[src/rtl/core/dol_pkg.sv]
// Package with shared types, codes and constants of the debounce and obstruction latch.
package dol_pkg;

    // Default width of each disagree counter.
    localparam int DOL_COUNT_WIDTH = 8;

    localparam int NUM_PINS = 5;

    // Pin positions in the debounced pin vector.
    localparam int PIN_BUTTON = 0;
    localparam int PIN_ESTOP  = 1;
    localparam int PIN_XLOCK  = 2;
    localparam int PIN_YLOCK  = 3;
    localparam int PIN_AIR    = 4;

    // Debounced levels after reset: estop and both locks high.
    localparam logic [NUM_PINS-1:0] PIN_RESET_LEVELS = 5'b01110;

    // Acknowledge bit positions.
    localparam int ACK_LOCK    = 0;
    localparam int ACK_OBS     = 1;
    localparam int ACK_WARNING = 2;
    localparam int ACK_BUTTON  = 3;
    localparam int ACK_AIR     = 4;

    // Configuration register indexes.
    localparam logic [1:0] CFG_OBSTRUCTION_MASK      = 2'd0;
    localparam logic [1:0] CFG_DEBOUNCE_LENGTH       = 2'd1;
    localparam logic [1:0] CFG_XLOCK_DEBOUNCE_LENGTH = 2'd2;

    // Register reset values.
    localparam logic [7:0] OBS_MASK_RESET   = 8'd255;
    localparam logic [7:0] DEBOUNCE_RESET   = 8'd3;

    // Air event value meaning no flip pending.
    localparam logic [1:0] AIR_NONE = 2'd2;

    typedef struct packed {
        logic [4:0] debounce_pins;
        logic [3:0] obstruction_pins;
        logic [1:0] limit_pins;
        logic [1:0] motion_obstruct;
        logic       soft_stop_pin;
        logic [4:0] ack_events;
        logic [7:0] ack_new_flags;
    } t_in_item;

    typedef struct packed {
        logic [4:0] debounced_levels;
        logic [1:0] machine_lock;
        logic       lock_event;
        logic [7:0] obstruction_code;
        logic [7:0] new_obstruction;
        logic       obstruction_event;
        logic       warning_active;
        logic       warning_event;
        logic       button_event;
        logic [1:0] air_event;
        logic       stop_request;
    } t_out_item;

    // Debounce status handed to the event logic.
    typedef struct packed {
        logic [NUM_PINS-1:0] levels;
        logic [NUM_PINS-1:0] flips;
    } t_pin_status;

endpackage

[src/rtl/core/dol_in_if.sv]
// Interface of the sample input channel.
interface dol_in_if;
    logic              valid;
    logic              ready;
    dol_pkg::t_in_item data;

    modport source (output valid, output data, input ready);
    modport sink   (input valid, input data, output ready);
endinterface

[src/rtl/core/dol_out_if.sv]
// Interface of the result output channel.
interface dol_out_if;
    logic               valid;
    logic               ready;
    dol_pkg::t_out_item data;

    modport source (output valid, output data, input ready);
    modport sink   (input valid, input data, output ready);
endinterface

[src/rtl/core/dol_debounce.sv]
// Counter-based debouncer for one pin.
module dol_debounce #(
    parameter int   COUNT_WIDTH = 8,
    parameter logic RESET_LEVEL = 1'b0
) (
    input  logic       i_clk,
    input  logic       i_rst_n,
    input  logic       i_en,
    input  logic       i_raw,
    input  logic [7:0] i_len,
    output logic       o_level_n,
    output logic       o_flip
);
    localparam int CMP_W = (COUNT_WIDTH > 8) ? COUNT_WIDTH : 8;
    localparam logic [COUNT_WIDTH-1:0] CNT_MAX = {COUNT_WIDTH{1'b1}};
    localparam logic [COUNT_WIDTH-1:0] CNT_ONE = COUNT_WIDTH'(1);

    logic                   r_level;
    logic [COUNT_WIDTH-1:0] r_cnt;
    logic [COUNT_WIDTH-1:0] n_cnt;
    logic [COUNT_WIDTH-1:0] cnt_inc;
    logic                   disagree;

    // Saturating count of disagreeing samples and flip decision.
    always_comb begin
        disagree = (i_raw != r_level);
        cnt_inc  = (r_cnt == CNT_MAX) ? r_cnt : r_cnt + CNT_ONE;
        o_flip   = disagree && (CMP_W'(cnt_inc) >= CMP_W'(i_len));
        if (!disagree || o_flip) begin
            n_cnt = '0;
        end else begin
            n_cnt = cnt_inc;
        end
        o_level_n = r_level ^ o_flip;
    end

    always_ff @(posedge i_clk) begin
        if (!i_rst_n) begin
            r_level <= RESET_LEVEL;
            r_cnt   <= CNT_ONE;
        end else if (i_en) begin
            r_level <= o_level_n;
            r_cnt   <= n_cnt;
        end
    end

endmodule

[src/rtl/core/dol_events.sv]
// Lock, obstruction, warning, button, air and stop event latches.
module dol_events (
    input  logic               i_clk,
    input  logic               i_rst_n,
    input  logic               i_en,
    input  dol_pkg::t_in_item  i_item,
    input  dol_pkg::t_pin_status i_pins,
    input  logic [7:0]         i_obs_mask,
    output dol_pkg::t_out_item o_item
);
    import dol_pkg::*;

    logic       r_lock_flag;
    logic [1:0] r_lock_mask;
    logic [7:0] r_last_code;
    logic [7:0] r_new_flags;
    logic       r_code_flag;
    logic       r_last_warning;
    logic       r_warning_flag;
    logic       r_button_flag;
    logic [1:0] r_air_flag;
    logic       r_soft_stop;

    logic       n_lock_flag;
    logic [1:0] n_lock_mask;
    logic [7:0] n_last_code;
    logic [7:0] n_new_flags;
    logic       n_code_flag;
    logic       n_last_warning;
    logic       n_warning_flag;
    logic       n_button_flag;
    logic [1:0] n_air_flag;
    logic       stop;
    logic [7:0] code;
    logic       warn;

    // Acknowledges apply first, then this sample's events are raised.
    always_comb begin
        n_lock_flag = r_lock_flag & ~i_item.ack_events[ACK_LOCK];
        if (i_pins.flips[PIN_XLOCK] || i_pins.flips[PIN_YLOCK]) begin
            n_lock_flag = 1'b1;
        end
        n_lock_mask = n_lock_flag ? {~i_pins.levels[PIN_YLOCK], ~i_pins.levels[PIN_XLOCK]}
                                  : r_lock_mask;

        code = {i_item.motion_obstruct[1], i_item.motion_obstruct[0],
                ~i_item.limit_pins[1], ~i_item.limit_pins[0],
                1'b0, i_item.obstruction_pins[2:0]} & i_obs_mask;
        n_new_flags = r_new_flags & ~i_item.ack_new_flags;
        n_code_flag = r_code_flag & ~i_item.ack_events[ACK_OBS];
        n_last_code = code;
        if (code != r_last_code) begin
            n_new_flags = n_new_flags | (code & ~r_last_code);
            n_code_flag = 1'b1;
        end

        warn           = i_item.obstruction_pins[3];
        n_last_warning = warn;
        n_warning_flag = r_warning_flag & ~i_item.ack_events[ACK_WARNING];
        if (warn != r_last_warning) begin
            n_warning_flag = 1'b1;
        end

        n_button_flag = r_button_flag & ~i_item.ack_events[ACK_BUTTON];
        if (i_pins.flips[PIN_BUTTON]) begin
            n_button_flag = i_item.debounce_pins[PIN_BUTTON];
        end
        n_air_flag = i_item.ack_events[ACK_AIR] ? AIR_NONE : r_air_flag;
        if (i_pins.flips[PIN_AIR]) begin
            n_air_flag = {1'b0, i_item.debounce_pins[PIN_AIR]};
        end

        // Stop request on a falling soft stop level.
        stop = r_soft_stop & ~i_item.soft_stop_pin;
    end

    // Result of this sample as seen after the update.
    always_comb begin
        o_item.debounced_levels  = i_pins.levels;
        o_item.machine_lock      = n_lock_mask;
        o_item.lock_event        = n_lock_flag;
        o_item.obstruction_code  = n_last_code;
        o_item.new_obstruction   = n_new_flags;
        o_item.obstruction_event = n_code_flag;
        o_item.warning_active    = n_last_warning;
        o_item.warning_event     = n_warning_flag;
        o_item.button_event      = n_button_flag;
        o_item.air_event         = n_air_flag;
        o_item.stop_request      = stop;
    end

    always_ff @(posedge i_clk) begin
        if (!i_rst_n) begin
            r_lock_flag    <= 1'b0;
            r_lock_mask    <= '0;
            r_last_code    <= '0;
            r_new_flags    <= '0;
            r_code_flag    <= 1'b0;
            r_last_warning <= 1'b0;
            r_warning_flag <= 1'b0;
            r_button_flag  <= 1'b0;
            r_air_flag     <= AIR_NONE;
            r_soft_stop    <= 1'b1;
        end else if (i_en) begin
            r_lock_flag    <= n_lock_flag;
            r_lock_mask    <= n_lock_mask;
            r_last_code    <= n_last_code;
            r_new_flags    <= n_new_flags;
            r_code_flag    <= n_code_flag;
            r_last_warning <= n_last_warning;
            r_warning_flag <= n_warning_flag;
            r_button_flag  <= n_button_flag;
            r_air_flag     <= n_air_flag;
            r_soft_stop    <= i_item.soft_stop_pin;
        end
    end

    // The air event never holds the unused code three.
    a_air_code: assert property (@(posedge i_clk) disable iff (!i_rst_n)
        r_air_flag != 2'd3)
        else $error("air event holds an illegal code");

    // A lock flip always leaves the lock event pending after the sample.
    a_lock_flip: assert property (@(posedge i_clk) disable iff (!i_rst_n)
        i_en && (i_pins.flips[PIN_XLOCK] || i_pins.flips[PIN_YLOCK]) |=> r_lock_flag)
        else $error("lock flip did not raise the lock event");

    // A stop request needs the soft stop level to have been high before.
    a_stop_edge: assert property (@(posedge i_clk) disable iff (!i_rst_n)
        i_en && stop |=> !r_soft_stop && $past(r_soft_stop))
        else $error("stop request without a falling soft stop");

endmodule

[src/rtl/core/debounce_obstruction_latch.sv]
// Top level of the debounce and obstruction latch.
// Latency: a result is valid in the cycle after its sample transaction is accepted.
// Throughput: one sample per cycle unless the output stalls; the result register frees as it is taken.
// Each sample updates the five pin debouncers and the event latches in a single pass.
// Reset is synchronous and active low; it restores all pins, counters, events and
// configuration registers at once, so no clearing pass is needed.
module debounce_obstruction_latch #(
    parameter int COUNT_WIDTH = dol_pkg::DOL_COUNT_WIDTH
) (
    input  logic       i_clk,
    input  logic       i_rst_n,
    dol_in_if.sink     i_in,
    dol_out_if.source  o_out,
    input  logic       i_cfg_we,
    input  logic [1:0] i_cfg_index,
    input  logic [7:0] i_cfg_data
);
    import dol_pkg::*;

    logic [7:0]  r_obs_mask;
    logic [7:0]  r_len;
    logic [7:0]  r_xlen;
    logic        r_out_valid;
    t_out_item   r_out;
    t_out_item   n_out;
    t_pin_status pins;
    logic        accept;

    // Configuration register writes.
    always_ff @(posedge i_clk) begin
        if (!i_rst_n) begin
            r_obs_mask <= OBS_MASK_RESET;
            r_len      <= DEBOUNCE_RESET;
            r_xlen     <= DEBOUNCE_RESET;
        end else if (i_cfg_we) begin
            unique case (i_cfg_index)
                CFG_OBSTRUCTION_MASK:      r_obs_mask <= i_cfg_data;
                CFG_DEBOUNCE_LENGTH:       r_len      <= i_cfg_data;
                CFG_XLOCK_DEBOUNCE_LENGTH: r_xlen     <= i_cfg_data;
                default: ;
            endcase
        end
    end

    // Input is taken whenever the result register is empty or being drained.
    assign i_in.ready = !r_out_valid || o_out.ready;
    assign accept     = i_in.valid && i_in.ready;

    // One debouncer per pin.
    for (genvar g = 0; g < NUM_PINS; g++) begin : g_pin
        dol_debounce #(
            .COUNT_WIDTH (COUNT_WIDTH),
            .RESET_LEVEL (PIN_RESET_LEVELS[g])
        ) u_debounce (
            .i_clk     (i_clk),
            .i_rst_n   (i_rst_n),
            .i_en      (accept),
            .i_raw     (i_in.data.debounce_pins[g]),
            .i_len     ((g == PIN_XLOCK) ? r_xlen : r_len),
            .o_level_n (pins.levels[g]),
            .o_flip    (pins.flips[g])
        );
    end

    dol_events u_events (
        .i_clk      (i_clk),
        .i_rst_n    (i_rst_n),
        .i_en       (accept),
        .i_item     (i_in.data),
        .i_pins     (pins),
        .i_obs_mask (r_obs_mask),
        .o_item     (n_out)
    );

    // Result register.
    always_ff @(posedge i_clk) begin
        if (!i_rst_n) begin
            r_out_valid <= 1'b0;
        end else if (accept) begin
            r_out_valid <= 1'b1;
        end else if (o_out.ready) begin
            r_out_valid <= 1'b0;
        end
    end

    always_ff @(posedge i_clk) begin
        if (accept) begin
            r_out <= n_out;
        end
    end

    assign o_out.valid = r_out_valid;
    assign o_out.data  = r_out;

    // Every accepted sample yields a pending result.
    a_result: assert property (@(posedge i_clk) disable iff (!i_rst_n)
        accept |=> r_out_valid)
        else $error("accepted sample produced no result");

    // The result valid only changes through an accepted sample or a taken result.
    a_hold: assert property (@(posedge i_clk) disable iff (!i_rst_n)
        !accept && !(r_out_valid && o_out.ready) |=> r_out_valid == $past(r_out_valid))
        else $error("result valid changed without a transaction");

    // An empty result register never stalls the input.
    a_ready: assert property (@(posedge i_clk) disable iff (!i_rst_n)
        !r_out_valid |-> i_in.ready)
        else $error("input stalled with an empty result register");

endmodule

[src/flat_wrapper.sv]
// flat-port wrapper written by rule: the top's interface ports become plain ports
module debounce_obstruction_latch_flat import dol_pkg::*;
#(
    parameter int COUNT_WIDTH = dol_pkg::DOL_COUNT_WIDTH
)
  (i_clk, i_rst_n, i_cfg_we, i_cfg_index, i_cfg_data, i_in_valid, i_in_data, i_in_ready, o_out_valid, o_out_data, o_out_ready);
  dol_in_if i_in_i ();
  dol_out_if o_out_i ();
  input  logic i_clk;
  input  logic i_rst_n;
  input  logic i_cfg_we;
  input  logic [1:0] i_cfg_index;
  input  logic [7:0] i_cfg_data;
  input wire logic [$bits(i_in_i.valid)-1:0] i_in_valid;
  input wire logic [$bits(i_in_i.data)-1:0] i_in_data;
  output wire logic [$bits(i_in_i.ready)-1:0] i_in_ready;
  output wire logic [$bits(o_out_i.valid)-1:0] o_out_valid;
  output wire logic [$bits(o_out_i.data)-1:0] o_out_data;
  input wire logic [$bits(o_out_i.ready)-1:0] o_out_ready;
  assign i_in_i.valid = i_in_valid;
  assign i_in_i.data = i_in_data;
  assign i_in_ready = i_in_i.ready;
  assign o_out_valid = o_out_i.valid;
  assign o_out_data = o_out_i.data;
  assign o_out_i.ready = o_out_ready;
  debounce_obstruction_latch #(.COUNT_WIDTH(COUNT_WIDTH)) u_core (.i_clk(i_clk), .i_rst_n(i_rst_n), .i_in(i_in_i), .o_out(o_out_i), .i_cfg_we(i_cfg_we), .i_cfg_index(i_cfg_index), .i_cfg_data(i_cfg_data));
endmodule
[config.mk]
export PLATFORM = sky130hd
export DESIGN_NAME = debounce_obstruction_latch_flat
export DESIGN_NICKNAME = d
export VERILOG_FILES = /design/src/rtl/core/dol_pkg.sv /design/src/rtl/core/dol_in_if.sv /design/src/rtl/core/dol_out_if.sv /design/src/rtl/core/dol_debounce.sv /design/src/rtl/core/dol_events.sv /design/src/rtl/core/debounce_obstruction_latch.sv /design/src/flat_wrapper.sv
export SDC_FILE = /design/constraint.sdc
export NUM_CORES = 1
export LEC_CHECK = 0
export ABC_CLOCK_PERIOD_IN_PS = 3000
export BUFFER_PORTS_ARGS = -buffer_cell sky130_fd_sc_hd__buf_2
export CORE_ASPECT_RATIO = 0.5
export CORE_MARGIN = 2
export CORE_UTILIZATION = 45
export CTS_BUF_LIST = sky130_fd_sc_hd__clkbuf_4 sky130_fd_sc_hd__clkbuf_8
export CTS_CLUSTER_SIZE = 28
export DETAILED_ROUTE_END_ITERATION = 10
export PLACE_DENSITY = 0.66
export SETUP_SLACK_MARGIN = 0.5
export SYNTH_ARGS = -nofsm -noshare
export SYNTH_HDL_FRONTEND = slang
export SYNTH_SLANG_ARGS = --single-unit
[constraint.sdc]
create_clock -name i_clk -period 3 [get_ports i_clk]
set_clock_uncertainty 0.1 [all_clocks]
set_input_delay 0.3 -clock i_clk [delete_from_list [all_inputs] [get_ports i_clk]]
set_output_delay 0.3 -clock i_clk [all_outputs]
set_load 0.05 [all_outputs]
==> results of run 1 <==
[cell type report]
type                       instances  area, um^2  share of cell area
timing repair buffer             150        1021              0.1124
clock buffer                      20       269.0             0.02962
tap                              198       247.7             0.02728
sequential                       124        2836              0.3123
clock inverter                    12       136.4             0.01502
multi-input combinational        547        4389              0.4833
inverter                          48       182.7             0.02011
[cell families (layout without fill, tap and decap cells)]
group / after synthesis / after routing / synth area share
AOI/OAI and AO/OA: 163 / 163 / 0.1661
xor gates and xnor gates: 19 / 19 / 0.02518
adders and majority gates: 52 / 52 / 0.09847
buffers and inverters: 75 / 230 / 0.04488
DFF: 124 / 124 / 0.4211
muxes: 25 / 25 / 0.03901
other: 1 / 1 / 0.0005675
and+or+nand+nor: 285 / 287 / 0.2047
[per-stage QoR]
stage,instances,util
floorplan,744,-
detailed placement,1008,0.5295
global route,1099,0.6312
CTS,1081,0.5966
global placement,1008,0.5295
finish,1099,0.6312
[power by group]
part	internal, mW	switching, mW	leakage [nW]
clock	0.800	0.721	0.202
combinational	0.465	0.662	2.50
sequential	1.82	0.0558	1.07
total	3.08	1.44	3.77
[metal layers]
| metal | GRT usage | up-vias | routed length [um] |
|---|---|---|---|
| met5 | 0 | - | 0 |
| met4 | 0.09091 | 0 | 462 |
| met3 | 0.04040 | 37 | 628 |
| met2 | 0.3801 | 119 | 8388 |
| met1 | 0.2641 | 2850 | 7971 |
| li1 | - | 2926 | - |
[state kept, by name (all words and copies together) (netlist names), 5 cells and up]
register	count
u_core.r_len	8
u_core.g_pin.u_debounce.r_cnt	40
u_core.g_pin.u_debounce.r_level	5
u_core.r_obs_mask	7
u_core.u_events.r_last_code	7
u_core.o_out.data	30
u_core.r_xlen	8
u_core.u_events.r_new_flags	8
[worst register-to-register path, stage by stage, from the launching register on]
cell and delay, ps:
dfxtp_4 380, ha_4 150, nand2_2 60, or3b_4 420, a221oi_2 270, ha_1 290, a211o_1 270, a21oi_2 180
o31ai_4 130, a221oi_4 280, buf_6 170, inv_4 40, nand3_1 70, a21oi_1 60
[timing repair]
action	4_1_cts	5_1_grt
hold buffers	4	0
pin swaps	49	53
buffers inserted	35	18
gates resized for setup	57	65
setup endpoints to repair	62	62
gates cloned	2	0
hold endpoints to repair	5	0
[placed cells by master (no fill, tap or decap), drive strengths merged, types with 9 or more instances in the layout]
| cell | n |
|---|---|
| dfxtp | 94 |
| mux2i | 19 |
| edfxtp | 30 |
| nand4 | 9 |
| and2 | 9 |
| nor2 | 47 |
| nor3 | 9 |
| ha | 52 |
| inv | 52 |
| xor2 | 12 |
| nand2 | 122 |
| o21ai | 31 |
| o21a | 11 |
| a21oi | 57 |
| nand3 | 46 |
| a22o | 13 |
| buf | 146 |
| nor2b | 13 |
| clkbuf | 20 |
[how the worst min path moves through the flow]
stage	from	to	slack [ps]	cells after the start
after floorplan	i_in_data[3]	u_core.u_events.r_new_flags[3]	290	1
after global placement	u_core.u_events.r_new_flags[3]	u_core.u_events.r_new_flags[3]	320	2
after detailed placement	u_core.u_events.r_new_flags[3]	u_core.u_events.r_new_flags[3]	330	2
after CTS	i_in_valid	u_core.o_out.valid	2	3
after global routing	i_in_valid	u_core.o_out.valid	8	3
final	i_in_valid	u_core.o_out.valid	20	3
==> impl_metrics.ini, run 1 <==
[placed_design]
io_buffer_count = 73
place_hpwl_mm = 10.84
postPlaceCellArea_um2 = 7620
dp_slack_ps = -38.41
gp_congestion = 0.8654

[drt]
routed_via_density = 5.398
drcViolationCount = 0
finalWirelength_mm = 17.45
post_drt_wl_per_cell_um = 15.88
dr.pass1.iters = 5
drtAntennaViolNets = 0
num_vias = 5932
drt_first_iter_violations = 379

[grt]
grt_pass1_vias = 5559
grt-ovfl-total = 0
grt_usage = 0.2149
antenna_found_initial = 0
grt_pass1_wl_mm = 26.62
grt_max_degree = 56

[power_and_ir_drop]
pwr_density_cell_nw_per_um2 = 497.7
total_power_mw = 4.521
p_leak_nw = 3.765
peakVddDrop_mv = 0.2856

[synth]
seq_area_frac_synth = 0.4211
synth_ff_type = dfxtp_1
async_flop_share = 0
syn_area_per_cell_um2 = 8.881
yosys-top-cells-area = dfxtp_1 28%, edfxtp_1 14%, ha_1 9.8%, nand2_1 6.8%, a21oi_1 4.3%
ys_ff_latch = 124
synthesis.area_um2 = 6608
synth-edff-count = 30
synth_area_leader_cell = dfxtp_1
yosysTopAreaCellShare = 0.2848
synth_most_common_cell = nand2_1
ys_warn_count = 0
ys_types = 64
netlist_instances = 744
syn-num-nets = 838
synth_common_cells = 120 x nand2_1, 94 x dfxtp_1, 57 x a21oi_1

[setup_path]
critPathArrivalTime_ps = 3190
critPathTopFamily = compound AO/OA/AOI/OAI gates
cp_num_buf_inv = 2
r2r-end = u_core.u_events.r_lock_mask[0]
path_max_fanout = 8
rrSetupSlack_ps = 20
startpoint_type = register
crit_chain = ha_4 -> nand2_2 -> or3b_4 -> a221oi_2 -> ha_1 -> a211o_1 -> a21oi_2 -> o31ai_4 -> a221oi_4 -> buf_6 -> inv_4 -> nand3_1 -> a21oi_1
r2r-start = u_core.g_pin[3].u_debounce.r_cnt[1]
crit_cells = 13
critPathKind = register to register
rr_worst_depth = 13
slowest_stage = or3b_4
endpoint = u_core.u_events.r_lock_mask[0]
critPathMaxStageDelay_ps = 420
required_ps = 3210
cp-startpoint = u_core.g_pin[3].u_debounce.r_cnt[1]
end_kind = register

[timing]
hold_violations = 0
fin_ws_ps = 18.17
whs_ps = 15.70
setup_viol = 0
fin_crit_sh = 0.9939
fmax_mhz = 335.4
drv_slew = 0
finalSetupTns_ps = 0
slew_headroom = 0.4125
fin_crit_ps = 2982
tightestPinTransition_ps = 879.4
grt_setup_unrepaired = true

[run]
drv_cap = 0

[floorplanning]
fp.dieW_um = 175.4
initial_utilization = 0.4592
rows = 31
die_height_um = 89.69
coreArea_um2 = 14390
die_area_um2 = 15730
io_pins = 75

[layout]
drive_above_1_share = 0.3585
fillers = 1159
insertedDiodeCount = 0
areaGrowthSynthToFinish_pct = 37.46
finalNetCount = 982
finalInstanceArea_um2 = 9082

[clocking]
worstSkewPairLatency_ps = 440
clock-sinks = 124
clk_path_buf_depth = 2
htreeDepth = 4
tritoncts = yes
clkTransAtPathRegs_ps = 80
clock-root-buffer = clkbuf_8
cts_buffers = 17

[status]
status = finished clean

[worst_hold_path]
hold_class = input port to register
No activity file was read; power rests on OpenSTA's default activity.
==> run 2: changes to the inputs <==
--- a/config.mk
+++ b/config.mk
@@ -5,7 +5,7 @@
 export SDC_FILE = /design/constraint.sdc
 export NUM_CORES = 1
 export LEC_CHECK = 0
-export ABC_CLOCK_PERIOD_IN_PS = 3000
+export ABC_CLOCK_PERIOD_IN_PS = 2840
 export BUFFER_PORTS_ARGS = -buffer_cell sky130_fd_sc_hd__buf_2
 export CORE_ASPECT_RATIO = 0.5
 export CORE_MARGIN = 2
@@ -13,7 +13,6 @@
 export CTS_BUF_LIST = sky130_fd_sc_hd__clkbuf_4 sky130_fd_sc_hd__clkbuf_8
 export CTS_CLUSTER_SIZE = 28
 export DETAILED_ROUTE_END_ITERATION = 10
-export PLACE_DENSITY = 0.66
 export SETUP_SLACK_MARGIN = 0.5
 export SYNTH_ARGS = -nofsm -noshare
 export SYNTH_HDL_FRONTEND = slang
==> constraint.sdc (replaced) <==
create_clock -name i_clk -period 2.84 [get_ports i_clk]
set_clock_uncertainty 0.1 [all_clocks]
set_input_delay 0.284 -clock i_clk [delete_from_list [all_inputs] [get_ports i_clk]]
set_output_delay 0.284 -clock i_clk [all_outputs]
set_load 0.05 [all_outputs]
==> impl_metrics.ini, run 2 (synthesis results as in run 1) <==
[status]
status = finished, violations left
violations = negative setup slack

[setup_path]
critPathArrivalTime_ps = 3140
rr_worst_depth = 13
required_ps = 3040
end_kind = register
r2r-start = u_core.g_pin[3].u_debounce.r_cnt[1]
critPathKind = register to register
path_max_fanout = 8
r2r-end = u_core.u_events.r_lock_mask[1]
rrSetupSlack_ps = -100
startpoint_type = register

[worst_hold_path]
min_to = u_core.r_xlen[3]
hold_class = input port to register
hold_path_startpoint = i_cfg_data[3]
hold_path_depth = 3

[power_and_ir_drop]
peakVddDrop_mv = 0.2684
total_power_mw = 4.735
pwr_density_cell_nw_per_um2 = 516.4
p_leak_nw = 3.829

[drt]
drt_first_iter_violations = 237
routed_via_density = 5.271
finalWirelength_mm = 17.24
post_drt_wl_per_cell_um = 15.47
drtAntennaViolNets = 0
drcViolationCount = 0
num_vias = 5872
dr.pass1.iters = 5

[placed_design]
gp_congestion = 0.8400
place_hpwl_mm = 11.18
dp.cells = 1036
io_buffer_count = 73

[timing]
setup_viol = 13
finalSetupTns_ps = -603.8
tightestPinTransition_ps = 566.6
fin_crit_sh = 1.034
drv_slew = 0
whs_ps = 25.87
slew_headroom = 0.6223
fmax_mhz = 340.5
fin_ws_ps = -96.90
fin_crit_ps = 2937
grt_setup_unrepaired = true
hold_violations = 0

[grt]
antenna_found_initial = 0
grt_pass1_wl_mm = 27.43
grt_pass1_vias = 5696
grt-ovfl-total = 0
grt_max_degree = 54
grt_usage = 0.2200

[layout]
layout_common_cells = 109 x nand2_1, 75 x buf_4, 75 x dfxtp_1
insertedDiodeCount = 0
final_common_cell = nand2_1
finalNetCount = 997
drive_above_1_share = 0.3755
largest_reg_flops = 40
fin_cells = 1114
fillers = 1225
areaGrowthSynthToFinish_pct = 38.76
regMostFlops = u_core.g_pin.u_debounce.r_cnt

[floorplanning]
initial_utilization = 0.4592
coreArea_um2 = 14390
fp.dieW_um = 175.4
die_area_um2 = 15730
io_pins = 75
rows = 31
die_height_um = 89.69

[clocking]
clock-sinks = 124
clock-root-buffer = clkbuf_8
tritoncts = yes
cts_buffers = 17
clkTransAtPathRegs_ps = 90
clk_path_buf_depth = 2
htreeDepth = 4
worstSkewPairLatency_ps = 440

[run]
drv_cap = 0
[run 2: worst max-delay path by stage]
stage | from | end | slack [ps] | cells past startpoint
floorplan | u_core.g_pin[3].u_debounce.r_cnt[0] | u_core.o_out.data[24] | -20 | 11
global placement | u_core.g_pin[3].u_debounce.r_cnt[1] | u_core.u_events.r_lock_mask[1] | -150 | 11
detailed placement | u_core.g_pin[3].u_debounce.r_cnt[1] | u_core.u_events.r_lock_mask[1] | -210 | 12
CTS | u_core.g_pin[3].u_debounce.r_cnt[1] | u_core.u_events.r_lock_mask[1] | -60 | 12
global route | u_core.g_pin[3].u_debounce.r_cnt[1] | u_core.o_out.data[25] | -220 | 12
finish | u_core.g_pin[3].u_debounce.r_cnt[1] | u_core.u_events.r_lock_mask[1] | -100 | 13
[run 2: what timing repair did]
action	4_1_cts	5_1_grt
setup buffers	30	10
hold endpoints to repair	6	0
hold buffers	4	0
setup endpoints to repair	62	62
cloned	2	0
gates resized for setup	67	44
pin swaps	46	37
[run 2: stage by stage]
step,worst slack [ps],area [um^2],utilization
floorplan,-19.35,7042,-
global placement,-146.8,7883,0.5478
detailed placement,-207.9,7883,0.5478
CTS,-64.90,8843,0.6146
global route,-223.1,9169,0.6372
finish,-96.90,9169,0.6372
[run 2: power by group]
group | internal (mW) | leakage, nW | total (mW) | switching, mW
Combinational | 0.503 | 2.57 | 1.20 | 0.695
Sequential | 1.92 | 1.06 | 1.98 | 0.0567
Clock | 0.725 | 0.195 | 1.56 | 0.834
Total | 3.15 | 3.83 | 4.73 | 1.59
[run 2: layout make-up]
cell class,instances,area [um^2],area share
multi-input combinational,547,4397,0.4795
sequential,124,2824,0.3080
inverter,48,180.2,0.01965
timing repair buffer,165,1132,0.1235
clock inverter,15,153.9,0.01678
clock buffer,17,234.0,0.02552
tap,198,247.7,0.02702
[run 2: routing by layer]
| metal | up-vias | share of wire | global-route usage |
|---|---|---|---|
| li1 | 2949 | - | - |
| met5 | - | 0 | 0 |
| met4 | 0 | 0.019 | 0.08182 |
| met2 | 109 | 0.47 | 0.3851 |
| met1 | 2786 | 0.48 | 0.2770 |
| met3 | 28 | 0.034 | 0.04167 |
[run 2: critical path: stages, from the launching register on]
cell	delay, ps
dfxtp_2	360
ha_4	150
nand2_4	50
or3b_4	440
a221oi_4	290
ha_4	250
a211o_1	270
a21oi_2	180
o31ai_4	120
a221oi_4	270
buf_6	160
inv_2	40
nand3_1	70
a21oi_1	60
==> run 3: changes to the inputs <==
--- a/config.mk
+++ b/config.mk
@@ -13,6 +13,7 @@
 export CTS_BUF_LIST = sky130_fd_sc_hd__clkbuf_4 sky130_fd_sc_hd__clkbuf_8
 export CTS_CLUSTER_SIZE = 28
 export DETAILED_ROUTE_END_ITERATION = 10
+export PLACE_DENSITY = 0.72
 export SETUP_SLACK_MARGIN = 0.5
 export SYNTH_ARGS = -nofsm -noshare
 export SYNTH_HDL_FRONTEND = slang
==> impl_metrics.ini, run 3 (synthesis results as in run 1) <==
[placed_design]
io_buffer_count = 73
postPlaceCellArea_um2 = 7807
place_hpwl_mm = 10.97
dp.cells = 1026
gp_congestion = 0.8368

[layout]
final_common_cell = nand2_1
finalNetCount = 989
insertedDiodeCount = 0
finalInstanceArea_um2 = 9156
layout_common_cells = 109 x nand2_1, 73 x buf_2, 73 x dfxtp_1
fin_cells = 1106
areaGrowthSynthToFinish_pct = 38.57
regMostFlops = u_core.g_pin.u_debounce.r_cnt
drive_above_1_share = 0.3811
largest_reg_flops = 40

[setup_path]
end_kind = register
critPathMaxStageDelay_ps = 420
crit_top_cell = a221oi_4
critPathTopFamily = compound AO/OA/AOI/OAI gates
required_ps = 2950
startpoint_type = register
cp_num_buf_inv = 1
slowest_stage = or3b_4
path_max_fanout = 8
critPathArrivalTime_ps = 3080
critPathKind = register to register
crit_chain = ha_4 -> nand2_2 -> or3b_4 -> a221oi_4 -> ha_1 -> a211o_1 -> a21oi_2 -> o31ai_4 -> a221oi_4 -> buf_6 -> o21ai_2

[run]
drv_cap = 0

[floorplanning]
initial_utilization = 0.4592
coreArea_um2 = 14390
die_height_um = 89.69
rows = 31
fp.dieW_um = 175.4
io_pins = 75
die_area_um2 = 15730

[drt]
post_drt_wl_per_cell_um = 15.80
drt_first_iter_violations = 316
drtAntennaViolNets = 0
drcViolationCount = 0
dr.pass1.iters = 4
num_vias = 5981
routed_via_density = 5.408
finalWirelength_mm = 17.48

[grt]
grt-ovfl-total = 0
grt_max_degree = 56
grt_pass1_vias = 5680
grt_pass1_wl_mm = 27.03
grt_usage = 0.2160
antenna_found_initial = 0

[status]
violations = negative setup slack
status = finished, violations left

[timing]
tightestPinTransition_ps = 827.6
fin_crit_sh = 1.046
grt_setup_unrepaired = true
hold_violations = 0
setup_viol = 17
fmax_mhz = 336.6
fin_crit_ps = 2971
drv_slew = 0
slew_headroom = 0.4471
fin_ws_ps = -131.3

[clocking]
clk_path_buf_depth = 2
clock-root-buffer = clkbuf_8
clkTransAtPathRegs_ps = 90
tritoncts = yes
clock-sinks = 124
worstSkewPairLatency_ps = 440
htreeDepth = 4
cts_buffers = 17

[worst_hold_path]
hold_class = input port to register

[power_and_ir_drop]
pwr_density_cell_nw_per_um2 = 522.0
peakVddDrop_mv = 0.2744
p_leak_nw = 3.791
run 3: tightest hold or removal path, delay by kind of cell:
kind	cells	cell delay (ps)
multiplexers	1	70
buffers and inverters	1	110
AND/OR/NAND/NOR	1	70
run 3: where the power goes:
part	internal (mW)	leakage [nW]	switching, mW
registers	1.92	1.06	0.0567
clock network	0.744	0.205	0.881
logic	0.480	2.52	0.697
total	3.15	3.79	1.63
run 3: per-stage QoR:
step | hold slack (ps) | power (mW) | setup slack [ps] | TNS (ps) | util
2_1_floorplan | 271.0 | 2.721 | -19.35 | -54.07 | -
6_report | 26.71 | 4.779 | -131.3 | -1050 | 0.6363
3_5_place_dp | 330.0 | 2.948 | -204.7 | -1679 | 0.5426
5_1_grt | 36.14 | 4.983 | -288.1 | -5213 | 0.6363
4_1_cts | 2.048 | 4.697 | -151.7 | -962.6 | 0.6113
3_3_place_gp | 317.4 | 2.921 | -103.8 | -520.5 | 0.5426
run 3: repair_timing:
action / 4_1_cts / 5_1_grt
pin swaps: 49 / 46
resized for setup: 68 / 55
hold buffers: 5 / 0
gates cloned: 3 / 0
buffers inserted: 28 / 12
setup endpoints to repair: 62 / 62
hold endpoints to repair: 7 / 0
run 3: cell type report:
type                    instances  area [um^2]
clock inverters                15        171.4
well taps                     198        247.7
fillers                      1140         5234
inverters                      48        182.7
repair buffers                156         1059
flip-flops and latches        124         2829
multi-input cells             548         4433
clock buffers                  17        234.0
run 3: final timing paths:
path,startpoint,to,slack [ps],depth (start not counted)
setup / recovery,u_core.g_pin[3].u_debounce.r_cnt[1],u_core.o_out.data[25],-130,11
hold / removal,i_cfg_data[7],u_core.r_xlen[7],30,3
setup reg to reg,u_core.g_pin[3].u_debounce.r_cnt[1],u_core.o_out.data[25],-130,11
hold reg to reg,u_core.u_events.r_new_flags[3],u_core.u_events.r_new_flags[3],340,2
run 3: metal layers:
layer	up-vias	global-route usage	wire length [um]
met5	-	0	0
met4	0	0.06970	256
met3	27	0.03493	609
met2	121	0.4098	8963
met1	2890	0.2561	7650
li1	2943	-	-
